<file path="config.mk">
export PLATFORM = sky130hd
export DESIGN_NAME = fbm_ram
export DESIGN_NICKNAME = d
export VERILOG_FILES = /design/src/hw/rtl/fbm_ram.sv
export SDC_FILE = /design/constraint.sdc
export NUM_CORES = 2
export LEC_CHECK = 0
export BUFFER_PORTS_ARGS = -buffer_cell sky130_fd_sc_hd__clkbuf_2
export CAP_MARGIN = 10
export CORE_MARGIN = 3
export CORE_UTILIZATION = 40
export CTS_CLUSTER_SIZE = 20
export DETAILED_ROUTE_END_ITERATION = 12
export GPL_TIMING_DRIVEN = 0
export PLACE_DENSITY = 0.55
export SLEW_MARGIN = 20
export SYNTH_ARGS = -nofsm -noshare
export SYNTH_HDL_FRONTEND = slang
export SYNTH_SLANG_ARGS = --single-unit
</file>
<file path="constraint.sdc">
create_clock -name i_clk -period 5.4 [get_ports i_clk]
set_input_delay 1.62 -clock i_clk [delete_from_list [all_inputs] [get_ports i_clk]]
set_output_delay 1.62 -clock i_clk [all_outputs]
set_load 0.01 [all_outputs]
</file>
<file path="src/hw/rtl/fbm_ram.sv">
`timescale 1ns / 1ps

module fbm_ram #(
    parameter int WIDTH = 32,
    parameter int DEPTH = 128,
    parameter int AW    = (DEPTH > 1) ? $clog2(DEPTH) : 1
) (
    input  logic             i_clk,
    input  logic             i_we,
    input  logic [AW-1:0]    i_waddr,
    input  logic [WIDTH-1:0] i_wdata,
    input  logic             i_re,
    input  logic [AW-1:0]    i_raddr,
    output logic [WIDTH-1:0] o_rdata
);

    logic [WIDTH-1:0] r_mem [DEPTH];
    logic [WIDTH-1:0] r_rdata;

    always_ff @(posedge i_clk) begin
        if (i_we) begin
            r_mem[i_waddr] <= i_wdata;
        end
        if (i_re) begin
            r_rdata <= r_mem[i_raddr];
        end
    end

    assign o_rdata = r_rdata;

endmodule

</file>
==> impl_metrics.env <==
export IMPL_place_inst=11496
export IMPL_finalClockSkew_ns=0.0382
export IMPL_ys_seq_area_share_pct=79.2
export IMPL_clkTransAtPathRegs_ns=0.06
export IMPL_cp_num_buf_inv=5
export IMPL_max_freq_mhz=191
export IMPL_p_leak_nw=55.8
export IMPL_worstSetupStartpointType="primary input"
export IMPL_yosys_warnings=0
export IMPL_synth_cells=5990
export IMPL_finalSetupViolCount=0
export IMPL_r2r_cells=4
export IMPL_fillers=31144
export IMPL_worstSetupPathDepth=9
export IMPL_drc=0
export IMPL_netlist_area_sq_um=157000
export IMPL_ios=81
export IMPL_synth_area_leader_cell="edfxtp_1"
export IMPL_detail_route_antenna_nets=0
export IMPL_cap_violations=0
export IMPL_max_stage_delay_ns=0.77
export IMPL_cp_top_family="multiplexers"
export IMPL_yosys_register_bits=4128
export IMPL_area_growth_syn_to_layout_pct=17.0
export IMPL_firstDrtPassIters=6
export IMPL_layout_drive_gt1_share_pct=35.7
export IMPL_grt_pass1_wl_microns=578000
export IMPL_grt_setup_unrepaired="no"
export IMPL_cp_arrival_ns=5.93
export IMPL_synth_cell_types=16
export IMPL_seq_area_sq_um=124000
export IMPL_gp_congestion=0.866
export IMPL_portBuffers=69
export IMPL_num_rows=229
export IMPL_clock_path_buffers=4
export IMPL_die_h_microns=632
export IMPL_clk_latency_ns=0.94
export IMPL_finalCriticalPeriod_ns=5.24
export IMPL_multi_input_area_sq_um=32300
export IMPL_hold_ws_ns=0.942
export IMPL_power_density_nw_per_um2=367
export IMPL_endpoint_kind="flip-flop"
export IMPL_fin_setup_tns_ns=0
export IMPL_grt_pass1_vias=71084
export IMPL_status="finished, final reports clean"
export IMPL_worst_ir_drop_vdd_mv=0.272
export IMPL_cts_setup_buffers=0
export IMPL_initial_core_util_pct=40.2
export IMPL_crit_top_cell="mux4_2"
export IMPL_die_width_microns=632
export IMPL_cts_tree="done"
export IMPL_nNetsFinal=6760
export IMPL_synth_top_cell_area_share_pct=79.2
export IMPL_slew_headroom_pct=17.2
export IMPL_dpl_hpwl_microns=293000
export IMPL_wl_per_cell_microns=34.1
export IMPL_root_buffer="clkbuf_16"
export IMPL_whs_path_depth=1
export IMPL_crit_required_ns=6.08
export IMPL_vias_per_cell=5.71
export IMPL_tightest_slew_ns=1.24
export IMPL_period_share_pct=97.1
export IMPL_cp_slowest_cell="mux4_2"
export IMPL_htree_levels=5
export IMPL_cts_resized=0
export IMPL_die_area_sq_um=399000
export IMPL_clock_sinks=4128
export IMPL_drtIter0Drc=8634
export IMPL_antenna_found_initial=64
export IMPL_stdcell_count=12310
export IMPL_gr_total_overflow=0
export IMPL_worstSetupPathType="primary input to flip-flop"
export IMPL_crit_fanout=10
export IMPL_crit_chain="clkbuf_1, buf_2, clkbuf_2, buf_12, clkbuf_1, mux4_2, mux4_2, mux4_2, mux2_2"
export IMPL_routed_wl_microns=419000
export IMPL_cts_hold_buf=0
export IMPL_grt_use_total_pct=20.9
export IMPL_cts_made_buffers=409
export IMPL_core_area_sq_um=389000
export IMPL_min_path_type="primary input to flip-flop"
export IMPL_vias=70260
export IMPL_syn_avg_cell_area_sq_um=26.1
export IMPL_final_max_slew_viol_count=0
export IMPL_grt_max_degree=129
export IMPL_synth_area_leaders="edfxtp_1 79%, mux4_2 19%, clkbuf_1 0.44%, nor2_1 0.29%, buf_2 0.25%"
export IMPL_hold_viol=0
export IMPL_synth_nets=6039
==> worst reg2reg max path: stages, from the launching register on <==
cell and delay [ns]:
edfxtp_1 0.40, mux4_2 0.51, mux4_2 0.63, mux4_2 0.77, mux2_2 0.42
==> layer usage <==
layer  up-vias  track usage [%]  part of all wire [%]
li1      28035                -                     -
met1     39060             28.5                    40
met2      2648             34.6                    50
met3       503             4.47                   8.0
met4        14             4.82                   2.5
met5         -                0                 0.019
==> final timing paths <==
kind	start	endpoint	slack [ns]
worst max register to register	r_mem[21][9]	o_rdata[9]	2.45
worst min register to register	r_mem[108][14]	o_rdata[14]	1.22
worst max-delay path	i_raddr[2]	o_rdata[18]	0.16
worst min-delay path	i_wdata[0]	r_mem[2][0]	0.94
==> sequential cells by signal, summed over array words and instances (netlist names) <==
signal / flops
r_mem: 4096
o_rdata: 32
==> power breakdown <==
part           switching, mW  total [mW]  leakage, nW  internal, mW
sequential            0.0355        35.5         37.1          35.4
combinational           2.36        3.73         12.3          1.37
clock                   11.8        28.0         6.37          16.1
==> synthesized netlist by cell type, drive strengths merged <==
library cell	n
or3	1
mux4	1344
nand4	3
mux2	32
edfxtp	4128
nor3	9
nand2	14
nor2b	7
buf	134
clkbuf	182
nand3	12
nor2	122
nand2b	2
==> layout make-up <==
| type | instances | share of cell area [%] |
|---|---|---|
| Sequential cell | 4128 | 67.7 |
| Clock inverter | 226 | 1.14 |
| Multi-Input combinational cell | 1546 | 17.6 |
| Antenna cell | 74 | 0.101 |
| Timing Repair Buffer | 310 | 3.18 |
| Buffer | 316 | 0.755 |
| Clock buffer | 513 | 5.98 |
| Tap cell | 5197 | 3.55 |
==> layout by cell type, fill, tap and decap left out, types with 2 or more instances in the layout <==
cell type   netlist  routed
clkbuf_1        182     232
nor2b_1           7       6
clkbuf_16         0     424
clkbuf_8          0      32
edfxtp_1       4128    4128
clkbuf_2          0      76
clkinv_2          0      74
buf_4             3      43
nand3_1          12      12
mux4_2         1344    1344
nand2_1          14      14
clkinv_1          0      87
nor2_1          122       3
inv_6             0       5
nand2b_1          2       2
diode_2           0      74
nor2_4            0     119
buf_16            0     119
buf_2            79      91
buf_12            0      79
nor3_2            0       9
bufinv_16         0      38
clkinvlp_4        0      12
clkinv_8          0       3
clkinv_4          0       5
nand4_1           3       3
mux2_2           32      32
buf_1            50      36
clkbuf_4          0       2
buf_6             2       4
==> kinds of logic after synthesis <==
kind of cell  after synthesis  share of synthesized area (%)
flops                    4128                           79.2
simple gates              170                          0.445
buf+inv                   316                          0.837
mux                      1376                           19.6
==> per-stage QoR <==
stage          utilization (%)  instance area (sq um)  total power [mW]  setup WS [ns]
3_5_place_dp              43.6                 170000              39.9         -0.927
5_1_grt                   47.0                 183000              69.0         0.0914
3_3_place_gp              42.0                 163000              39.7          -3.09
2_1_floorplan                -                 157000              37.9          0.541
4_1_cts                   47.0                 183000              67.6          0.104
6_report                  47.0                 183000              67.1          0.156
(Power assumes the default switching activity.)
